<file path="config.mk">
export PLATFORM = sky130hd
export DESIGN_NAME = vector_terminal_coord_encoder_core
export DESIGN_NICKNAME = d
export VERILOG_FILES = /design/src/rtl/core/vtce_pkg.sv /design/src/rtl/core/vector_terminal_coord_encoder_core.sv /design/src/rtl/core/vtce_front.sv /design/src/rtl/core/vtce_fifo.sv /design/src/rtl/core/vtce_back.sv
export SDC_FILE = /design/constraint.sdc
export NUM_CORES = 2
export LEC_CHECK = 0
export BUFFER_PORTS_ARGS = -buffer_cell sky130_fd_sc_hd__buf_2
export CORE_MARGIN = 2
export CORE_UTILIZATION = 29
export CTS_BUF_LIST = sky130_fd_sc_hd__clkbuf_4 sky130_fd_sc_hd__clkbuf_8 sky130_fd_sc_hd__clkbuf_16
export DETAILED_ROUTE_END_ITERATION = 10
export PLACE_DENSITY_LB_ADDON = 0.15
export SYNTH_ARGS = -nofsm -noshare
export SYNTH_HDL_FRONTEND = slang
export SYNTH_SLANG_ARGS = --single-unit
</file>
<file path="constraint.sdc">
create_clock -name clk -period 12.5 [get_ports clk]
set_clock_uncertainty 0.2 [all_clocks]
set_input_delay 1.875 -clock clk [delete_from_list [all_inputs] [get_ports clk]]
set_output_delay 1.875 -clock clk [all_outputs]
set_load 0.01 [all_outputs]
</file>
<file path="src/rtl/core/vtce_pkg.sv">
`timescale 1ns / 1ps
`default_nettype none

package vtce_pkg;

	// Field widths
	localparam int unsigned COORD_W = 16;
	localparam int unsigned SCALE_W = 24;
	localparam int unsigned FRAC_W  = 16;
	localparam int unsigned SCR_W   = 10;
	localparam int unsigned PART_W  = 5;
	localparam int unsigned BYTE_W  = 7;

	// Terminal bytes and address tags
	localparam logic [BYTE_W-1:0] BYTE_ESC  = 7'h1B;
	localparam logic [BYTE_W-1:0] BYTE_GS   = 7'h1D;
	localparam logic [1:0]        TAG_HIGH  = 2'b01;
	localparam logic [1:0]        TAG_LOW_X = 2'b10;
	localparam logic [1:0]        TAG_LOW_Y = 2'b11;

	// Reset scale factor: 1.0
	localparam logic [SCALE_W-1:0] SCALE_RESET = 24'h01_0000;

	// Byte-present mask, in emission order
	localparam int unsigned MB_ESC = 0;
	localparam int unsigned MB_GS  = 1;
	localparam int unsigned MB_HY  = 2;
	localparam int unsigned MB_LY  = 3;
	localparam int unsigned MB_HX  = 4;
	localparam int unsigned MB_LX  = 5;
	localparam int unsigned MASK_W = 6;

	// Command queue between front and back
	localparam int unsigned Q_DEPTH = 4;
	localparam int unsigned Q_AW    = $clog2(Q_DEPTH);

	// Configuration register indexes
	typedef enum logic [1:0] {
		REG_SCALE    = 2'd0,
		REG_SIDEWAYS = 2'd1,
		REG_ESCAPE   = 2'd2
	} cfg_reg_t;

	typedef struct packed {
		logic [SCALE_W-1:0] scale_factor;
		logic               sideways;
		logic               escape_all;
	} cfg_t;

	// One classified command: which bytes to send plus the address parts
	typedef struct packed {
		logic [MASK_W-1:0] mask;
		logic [PART_W-1:0] hy;
		logic [PART_W-1:0] ly;
		logic [PART_W-1:0] hx;
		logic [PART_W-1:0] lx;
	} entry_t;

	// Queue status seen by front and back
	typedef struct packed {
		logic full;
		logic valid;
	} q_stat_t;

endpackage

`default_nettype wire

</file>
<file path="src/rtl/core/vector_terminal_coord_encoder_core.sv">
`timescale 1ns / 1ps
`default_nettype none

// Turns move/draw commands into vector-terminal address bytes. Each command's
// coordinates are scaled by a UQ8.16 factor, optionally turned a quarter turn,
// and sent as up to six bytes (ESC, GS, high-Y, low-Y, high-X, low-X), one
// beat per cycle on the master side while m_tready is high, with tlast on the
// low-X byte. A command is taken every cycle while the four-entry command
// queue has room; a command of n bytes occupies the output for n beats, so the
// sustained rate is set by the byte serializer. A move to the last point sent
// (the origin after reset) produces no beats. Registers are to be written over
// the cfg port only while the block is idle; the block itself does not enforce it.
module vector_terminal_coord_encoder_core (
	input  wire logic        clk,
	input  wire logic        arst_n,
	// configuration write channel
	input  wire logic        cfg_valid,
	output logic             cfg_ready,
	input  wire logic [1:0]  cfg_index,
	input  wire logic [23:0] cfg_data,
	// command stream
	input  wire logic        s_tvalid,
	output logic             s_tready,
	input  wire logic [31:0] s_tdata,  // [15:0] x_coord, [31:16] y_coord
	input  wire logic        s_tuser,  // [0] mode
	// byte stream
	output logic             m_tvalid,
	input  wire logic        m_tready,
	output logic [7:0]       m_tdata,  // [6:0] out_byte, [7] zero
	output logic             m_tlast   // last
);

	vtce_pkg::cfg_t    cfg_q;
	vtce_pkg::q_stat_t q_stat;
	vtce_pkg::entry_t  push_entry, head;
	logic              push, pop;

	assign cfg_ready = 1'b1;

	// register file
	always_ff @(posedge clk or negedge arst_n) begin
		if (!arst_n) begin
			cfg_q.scale_factor <= vtce_pkg::SCALE_RESET;
			cfg_q.sideways     <= 1'b0;
			cfg_q.escape_all   <= 1'b0;
		end else if (cfg_valid) begin
			unique case (cfg_index)
				vtce_pkg::REG_SCALE:    cfg_q.scale_factor <= cfg_data;
				vtce_pkg::REG_SIDEWAYS: cfg_q.sideways     <= cfg_data[0];
				vtce_pkg::REG_ESCAPE:   cfg_q.escape_all   <= cfg_data[0];
				default: ;
			endcase
		end
	end

	vtce_front u_front (
		.clk        (clk),
		.arst_n     (arst_n),
		.cfg        (cfg_q),
		.s_tvalid   (s_tvalid),
		.s_tready   (s_tready),
		.s_tdata    (s_tdata),
		.s_tuser    (s_tuser),
		.q_stat     (q_stat),
		.push       (push),
		.push_entry (push_entry)
	);

	vtce_fifo u_fifo (
		.clk        (clk),
		.arst_n     (arst_n),
		.push       (push),
		.push_entry (push_entry),
		.pop        (pop),
		.head       (head),
		.q_stat     (q_stat)
	);

	vtce_back u_back (
		.clk      (clk),
		.arst_n   (arst_n),
		.head     (head),
		.q_stat   (q_stat),
		.pop      (pop),
		.m_tvalid (m_tvalid),
		.m_tready (m_tready),
		.m_tdata  (m_tdata),
		.m_tlast  (m_tlast)
	);

endmodule

`default_nettype wire

</file>
<file path="src/rtl/core/vtce_front.sv">
`timescale 1ns / 1ps
`default_nettype none

// Front: input register, scaling multipliers, change classification.
module vtce_front (
	input  wire logic                          clk,
	input  wire logic                          arst_n,
	input  wire vtce_pkg::cfg_t                cfg,
	input  wire logic                          s_tvalid,
	output logic                               s_tready,
	input  wire logic [2*vtce_pkg::COORD_W-1:0] s_tdata,
	input  wire logic                          s_tuser,
	input  wire vtce_pkg::q_stat_t             q_stat,
	output logic                               push,
	output vtce_pkg::entry_t                   push_entry
);

	localparam int unsigned CW   = vtce_pkg::COORD_W;
	localparam int unsigned SW   = vtce_pkg::SCR_W;
	localparam int unsigned PW   = vtce_pkg::PART_W;
	localparam int unsigned PRDW = vtce_pkg::SCALE_W + vtce_pkg::COORD_W;

	// stage 1: accepted command
	logic          v_s1;
	logic          mode_s1;
	logic [CW-1:0] x_s1, y_s1;

	// stage 2: screen coordinates
	logic          v_s2;
	logic          mode_s2;
	logic [CW-1:0] x_s2, y_s2;
	logic [SW-1:0] scx_s2, scy_s2;

	// point history
	logic          hist_ok_q;
	logic [PW-1:0] prev_hy_q, prev_ly_q, prev_hx_q;
	logic [CW-1:0] prev_x_q, prev_y_q;

	logic            ld2, adv2, drop2;
	logic [PRDW-1:0] px, py;
	logic [SW-1:0]   sx, sy;
	logic            hy_ch, hx_ch, ly_em;

	// handshake chain
	assign drop2    = !mode_s2 && (x_s2 == prev_x_q) && (y_s2 == prev_y_q);
	assign adv2     = v_s2 && (drop2 || !q_stat.full);
	assign push     = v_s2 && !drop2 && !q_stat.full;
	assign ld2      = v_s1 && (!v_s2 || adv2);
	assign s_tready = !v_s1 || ld2;

	always_ff @(posedge clk or negedge arst_n) begin
		if (!arst_n) begin
			v_s1 <= 1'b0;
		end else if (s_tvalid && s_tready) begin
			v_s1 <= 1'b1;
		end else if (ld2) begin
			v_s1 <= 1'b0;
		end
	end

	always_ff @(posedge clk) begin
		if (s_tvalid && s_tready) begin
			mode_s1 <= s_tuser;
			x_s1    <= s_tdata[CW-1:0];
			y_s1    <= s_tdata[2*CW-1:CW];
		end
	end

	// scale: keep screen bits of (factor * coord) >> 16
	assign px = PRDW'(cfg.scale_factor) * PRDW'(x_s1);
	assign py = PRDW'(cfg.scale_factor) * PRDW'(y_s1);

	// quarter turn: x = 1023 - y, low bits only
	always_comb begin
		if (cfg.sideways) begin
			sx = ~py[vtce_pkg::FRAC_W +: SW];
			sy = px[vtce_pkg::FRAC_W +: SW];
		end else begin
			sx = px[vtce_pkg::FRAC_W +: SW];
			sy = py[vtce_pkg::FRAC_W +: SW];
		end
	end

	always_ff @(posedge clk or negedge arst_n) begin
		if (!arst_n) begin
			v_s2 <= 1'b0;
		end else if (ld2) begin
			v_s2 <= 1'b1;
		end else if (adv2) begin
			v_s2 <= 1'b0;
		end
	end

	always_ff @(posedge clk) begin
		if (ld2) begin
			mode_s2 <= mode_s1;
			x_s2    <= x_s1;
			y_s2    <= y_s1;
			scx_s2  <= sx;
			scy_s2  <= sy;
		end
	end

	// classify against the last point sent
	assign hy_ch = !hist_ok_q || (scy_s2[SW-1:PW] != prev_hy_q);
	assign hx_ch = !hist_ok_q || (scx_s2[SW-1:PW] != prev_hx_q);
	assign ly_em = !hist_ok_q || (scy_s2[PW-1:0] != prev_ly_q) || hx_ch;

	always_comb begin
		push_entry                           = '0;
		push_entry.mask[vtce_pkg::MB_ESC]    = !mode_s2 && cfg.escape_all;
		push_entry.mask[vtce_pkg::MB_GS]     = !mode_s2;
		push_entry.mask[vtce_pkg::MB_HY]     = hy_ch;
		push_entry.mask[vtce_pkg::MB_LY]     = ly_em;
		push_entry.mask[vtce_pkg::MB_HX]     = hx_ch;
		push_entry.mask[vtce_pkg::MB_LX]     = 1'b1;
		push_entry.hy                        = scy_s2[SW-1:PW];
		push_entry.ly                        = scy_s2[PW-1:0];
		push_entry.hx                        = scx_s2[SW-1:PW];
		push_entry.lx                        = scx_s2[PW-1:0];
	end

	// history update on every command that sends bytes
	always_ff @(posedge clk or negedge arst_n) begin
		if (!arst_n) begin
			hist_ok_q <= 1'b0;
			prev_hy_q <= '0;
			prev_ly_q <= '0;
			prev_hx_q <= '0;
			prev_x_q  <= '0;
			prev_y_q  <= '0;
		end else if (push) begin
			hist_ok_q <= 1'b1;
			prev_hy_q <= scy_s2[SW-1:PW];
			prev_ly_q <= scy_s2[PW-1:0];
			prev_hx_q <= scx_s2[SW-1:PW];
			prev_x_q  <= x_s2;
			prev_y_q  <= y_s2;
		end
	end

endmodule

`default_nettype wire

</file>
<file path="src/rtl/core/vtce_fifo.sv">
`timescale 1ns / 1ps
`default_nettype none

// Short command queue between classification and byte serializer.
module vtce_fifo (
	input  wire logic             clk,
	input  wire logic             arst_n,
	input  wire logic             push,
	input  wire vtce_pkg::entry_t push_entry,
	input  wire logic             pop,
	output vtce_pkg::entry_t      head,
	output vtce_pkg::q_stat_t     q_stat
);

	localparam int unsigned AW = vtce_pkg::Q_AW;

	vtce_pkg::entry_t mem_q [vtce_pkg::Q_DEPTH];
	logic [AW-1:0]    wr_ptr_q, rd_ptr_q;
	logic [AW:0]      count_q;

	assign head         = mem_q[rd_ptr_q];
	assign q_stat.full  = (count_q == (AW+1)'(vtce_pkg::Q_DEPTH));
	assign q_stat.valid = (count_q != '0);

	always_ff @(posedge clk) begin
		if (push) begin
			mem_q[wr_ptr_q] <= push_entry;
		end
	end

	always_ff @(posedge clk or negedge arst_n) begin
		if (!arst_n) begin
			wr_ptr_q <= '0;
			rd_ptr_q <= '0;
			count_q  <= '0;
		end else begin
			if (push) begin
				wr_ptr_q <= wr_ptr_q + 1'b1;
			end
			if (pop) begin
				rd_ptr_q <= rd_ptr_q + 1'b1;
			end
			if (push && !pop) begin
				count_q <= count_q + 1'b1;
			end else if (pop && !push) begin
				count_q <= count_q - 1'b1;
			end
		end
	end

endmodule

`default_nettype wire

</file>
<file path="src/rtl/core/vtce_back.sv">
`timescale 1ns / 1ps
`default_nettype none

// Back: walks the byte mask of one command, one beat per cycle unless m_tready stalls the output.
module vtce_back (
	input  wire logic             clk,
	input  wire logic             arst_n,
	input  wire vtce_pkg::entry_t head,
	input  wire vtce_pkg::q_stat_t q_stat,
	output logic                  pop,
	output logic                  m_tvalid,
	input  wire logic             m_tready,
	output logic [7:0]            m_tdata,
	output logic                  m_tlast
);

	localparam int unsigned MW = vtce_pkg::MASK_W;

	logic                 cur_v_q;
	logic [MW-1:0]        rem_q;
	vtce_pkg::entry_t     cur_q;
	logic                 out_v_q;
	logic [vtce_pkg::BYTE_W-1:0] out_byte_q;
	logic                 out_last_q;

	logic          out_free, emit, done;
	logic [MW-1:0] rem_nx;
	logic [vtce_pkg::BYTE_W-1:0] sel_byte;

	assign out_free = !out_v_q || m_tready;
	assign emit     = cur_v_q && out_free;
	assign rem_nx   = rem_q & (rem_q - 1'b1);
	assign done     = emit && (rem_nx == '0);
	assign pop      = q_stat.valid && (!cur_v_q || done);

	// first pending byte, in send order
	always_comb begin
		if (rem_q[vtce_pkg::MB_ESC]) begin
			sel_byte = vtce_pkg::BYTE_ESC;
		end else if (rem_q[vtce_pkg::MB_GS]) begin
			sel_byte = vtce_pkg::BYTE_GS;
		end else if (rem_q[vtce_pkg::MB_HY]) begin
			sel_byte = {vtce_pkg::TAG_HIGH, cur_q.hy};
		end else if (rem_q[vtce_pkg::MB_LY]) begin
			sel_byte = {vtce_pkg::TAG_LOW_Y, cur_q.ly};
		end else if (rem_q[vtce_pkg::MB_HX]) begin
			sel_byte = {vtce_pkg::TAG_HIGH, cur_q.hx};
		end else begin
			sel_byte = {vtce_pkg::TAG_LOW_X, cur_q.lx};
		end
	end

	// current command
	always_ff @(posedge clk or negedge arst_n) begin
		if (!arst_n) begin
			cur_v_q <= 1'b0;
			rem_q   <= '0;
		end else if (pop) begin
			cur_v_q <= 1'b1;
			rem_q   <= head.mask;
		end else if (done) begin
			cur_v_q <= 1'b0;
			rem_q   <= '0;
		end else if (emit) begin
			rem_q   <= rem_nx;
		end
	end

	always_ff @(posedge clk) begin
		if (pop) begin
			cur_q <= head;
		end
	end

	// output register
	always_ff @(posedge clk or negedge arst_n) begin
		if (!arst_n) begin
			out_v_q <= 1'b0;
		end else if (emit) begin
			out_v_q <= 1'b1;
		end else if (m_tready) begin
			out_v_q <= 1'b0;
		end
	end

	always_ff @(posedge clk) begin
		if (emit) begin
			out_byte_q <= sel_byte;
			out_last_q <= (rem_nx == '0);
		end
	end

	assign m_tvalid = out_v_q;
	assign m_tdata  = {1'b0, out_byte_q};
	assign m_tlast  = out_last_q;

endmodule

`default_nettype wire

</file>
==> run metrics <==
DR WL met2=39210 µm; initial antenna violation count=2; Final HPWL DP=57950 µm; Iter 0 DRT Violations=1101; critical path class=reg2reg; Clock Sink Count=305; DRC viols=0; TritonCTS clock tree=done; Async SR Flop Fraction=29.84%; Synth Area per Inst=10.65 µm²; row cnt=114; xor and xnor area share after synthesis=3.991%; WL met3=3472 µm; Peak Freq=0.1310 GHz; HP Class=reg2reg; critical path startpoint category=register; Met1 Wirelength=37070 µm; simple-gate area share of the yosys netlist=13.71%; Hold Buf Count CTS=0; crit share post-route=61.06%; synth top area cells=fa_1 31%, edfxtp_1 23%, dfrtp_1 8.0%; #FFs+latches synth=305; # resized after CTS=0; GRT Residual Overflow=0; Num CTS Buffers=35; final wirelength=82050 µm; Final TNS setup=0 ps; H-tree levels=2; Area Growth Syn to Fin=10.46%; Post-Syn Area=0.02825 mm²; Worst Hold Slack=258.4 ps; # IOs=76; Clock transition at path regs=60 ps; crit path from=u_front.x_s1[1]; Synthesis Warnings=0; Initial Util=29.25%; library cells used by synthesis=67; post-DR vias/cell=4.526; max-cap violations=0; WHS Path Cells=0; post-route cell area=0.03120 mm²; I/O Buffers=73; Non-Filler Instances=3972; DR WL/cell=20.66 µm; post-synth top area share=30.97%; Max Fanout on Critical Path=25; Clock Root Buffer=clkbuf_16; dpl cell area=0.02999 mm²; Detailed Routing Iterations Pass 1=5; complex-gate fraction of the synthesized area=2.622%; relative slew slack=5.682%; CP arrival=7730 ps; antenna viol nets, final=0; Data required, critical path=12590 ps; core area=0.09657 mm²; Final Hold Fails=0; max layer used=met4; CP Capture Type=register; share of cells above drive strength 1=9.577%; Post-CTS Setup Bufs=0; CTS Buffer Depth=3; nets=3288; Placer Congestion=0.8088; width of the chip=316.1 µm; RSZ-0062 raised after global routing=no; largest family of logic cells by synthesized area=adder cells; worst-margin pin slew=1415 ps; number of flops mapped to enable cells by yosys=214; HP Start=u_front.mode_s1; fill count=9830; Die H=316.1 µm; vias in the first global route=20.18k; largest area contributor in the netlist=fa_1; first-pass GRT wire length=127100 µm; DIE AREA=0.09991 mm²; total number of vias=17.98k; Synth Flop Type=edfxtp_1; synthesized net count=3273; largest net degree at the start of global routing=54; Post-Synth Adder-Cell Area=36.28%; Max Transition Viols Final=0; final setup vio count=0; GRT Total Usage=17.15%; multiplexer share of the synthesized area=3.623%; clk_lat worst skew=570 ps; status=complete, no violations; FF-to-FF path depth=19; RR Startpoint=u_front.x_s1[1]; Placed Cells incl. Taps=3907; sequential-to-total area share from yosys stat=30.82%; min Tclk post-route=7633 ps; Cells after Synth=2653
## stage by stage
| stage | utilization [%] | setup slack [ps] |
|---|---|---|
| floorplan | - | 6210 |
| global placement | 31.06 | 5054 |
| detailed placement | 31.06 | 5055 |
| CTS | 32.31 | 5017 |
| global route | 32.31 | 4618 |
| finish | 32.31 | 4867 |
## cell usage after synthesis (2+ instances only)
library cell,n
o211ai_1,9
nand4_1,7
a211oi_2,2
a22o_1,3
o21a_1,7
nor3_1,6
or2_2,3
mux2i_1,10
o31ai_1,2
nor2_1,21
nand3b_1,2
o21bai_1,4
nand2_1,515
xnor2_1,70
o21ai_1,2
nor2b_1,2
conb_1,2
a21o_1,10
ha_1,119
o41ai_1,2
clkbuf_1,115
fa_1,437
xor2_1,55
buf_2,18
inv_1,518
a21oi_1,28
dfrtp_1,90
mux2_2,32
nand3_1,11
o21ai_0,13
o22ai_1,2
buf_4,5
or3_1,3
nand2b_1,8
edfxtp_1,214
mux4_2,25
and2_1,243
nor4_1,8
a211oi_1,2
## final cells by class
cell class                      count  area, µm²  area share (%)
Clock inverter                     23      292.8          0.9384
Multi-Input combinational cell   1689      17030           54.59
Antenna cell                        2      5.005         0.01604
Sequential cell                   305       8706           27.90
Clock buffer                       40      913.4           2.927
Inverter                          519       1948           6.244
Timing Repair Buffer              118      705.7           2.262
Tap cell                         1276       1597           5.117
## sequential cells by signal, indices dropped and copies added, names as in the netlist, 3 cells and up
| register | flops |
|---|---|
| u_front.prev_ly_q | 5 |
| u_front.prev_x_q | 16 |
| cfg_q | 26 |
| u_back.out_byte_q | 7 |
| u_fifo.count_q | 3 |
| u_front.scx_s2 | 10 |
| u_front.prev_hy_q | 5 |
| u_front.y_s1 | 16 |
| u_front.x_s1 | 16 |
| u_front.x_s2 | 16 |
| u_back.cur_q | 20 |
| u_fifo.mem_q | 100 |
| u_front.prev_y_q | 16 |
| u_front.prev_hx_q | 5 |
| u_back.rem_q | 6 |
| u_front.scy_s2 | 10 |
| u_front.y_s2 | 16 |
## worst max-delay path: stages (launching register included)
cell      delay (ps)
edfxtp_1        1280
nand2_1          300
fa_1             580
fa_1             480
fa_1             540
inv_1             50
fa_1             490
fa_1             490
inv_1             50
fa_1             470
inv_1             40
ha_1             290
a211oi_2         200
o211ai_1         130
a211oi_2         580
nor3_1           210
o41ai_4          420
nor2_1           110
o311ai_0         300
o21ai_0          140
## worst paths after layout
check / slack, ps / endpoint
worst min register to register: 260 / u_front.mode_s2
worst max register to register: 4870 / u_front.scx_s2[6]
min in group asynchronous: 1170 / cfg_q[5]
worst min-delay path: 260 / u_front.mode_s2
max in group asynchronous: 9650 / cfg_q[22]
worst max-delay path: 4870 / u_front.scx_s2[6]
## cells in the final DEF (no fill, tap or decap), types with 3 or more instances in the layout
cell type,netlist,layout
buf_2,18,72
and2_1,243,237
nor3_1,6,6
fa_1,437,437
nand2b_1,8,7
or3_1,3,3
or2_2,3,3
edfxtp_1,214,214
o21ai_0,13,13
clkbuf_4,0,5
o21bai_1,4,4
dfrtp_1,90,89
nor4_1,8,8
bufinv_16,0,5
a22o_1,3,3
nand3_1,11,11
clkinvlp_4,0,3
clkinv_2,0,4
nand4_1,7,7
a21oi_1,28,28
clkbuf_16,0,35
o21a_1,7,7
nand2_1,515,515
buf_4,5,46
nor2_1,21,21
clkinv_1,0,5
and2_2,0,6
mux2_2,32,32
mux2i_1,10,10
ha_1,119,119
xnor2_1,70,70
mux4_2,25,25
a21o_1,10,10
o211ai_1,9,9
xor2_1,55,55
inv_1,518,518
## routing by layer
metal / track usage (%) / vias to the layer above
li1: - / 8034
met4: 5.062 / 0
met2: 28.58 / 378
met1: 23.45 / 9462
met3: 2.060 / 105
met5: 0 / -
## logic make-up (layout without fill, tap and decap cells)
logic type,after synthesis,in the layout
buffers and inverters,659,700
and+or+nand+nor,835,835
other,2,4
DFF,305,305
AOI/OAI and AO/OA,101,101
muxes,67,67
xor gates and xnor gates,127,127
adders and majority gates,557,557
Power is left out: the tool's default activity adds up to more than one toggle a clock period on the data nets, which glitch-free logic cannot reach.
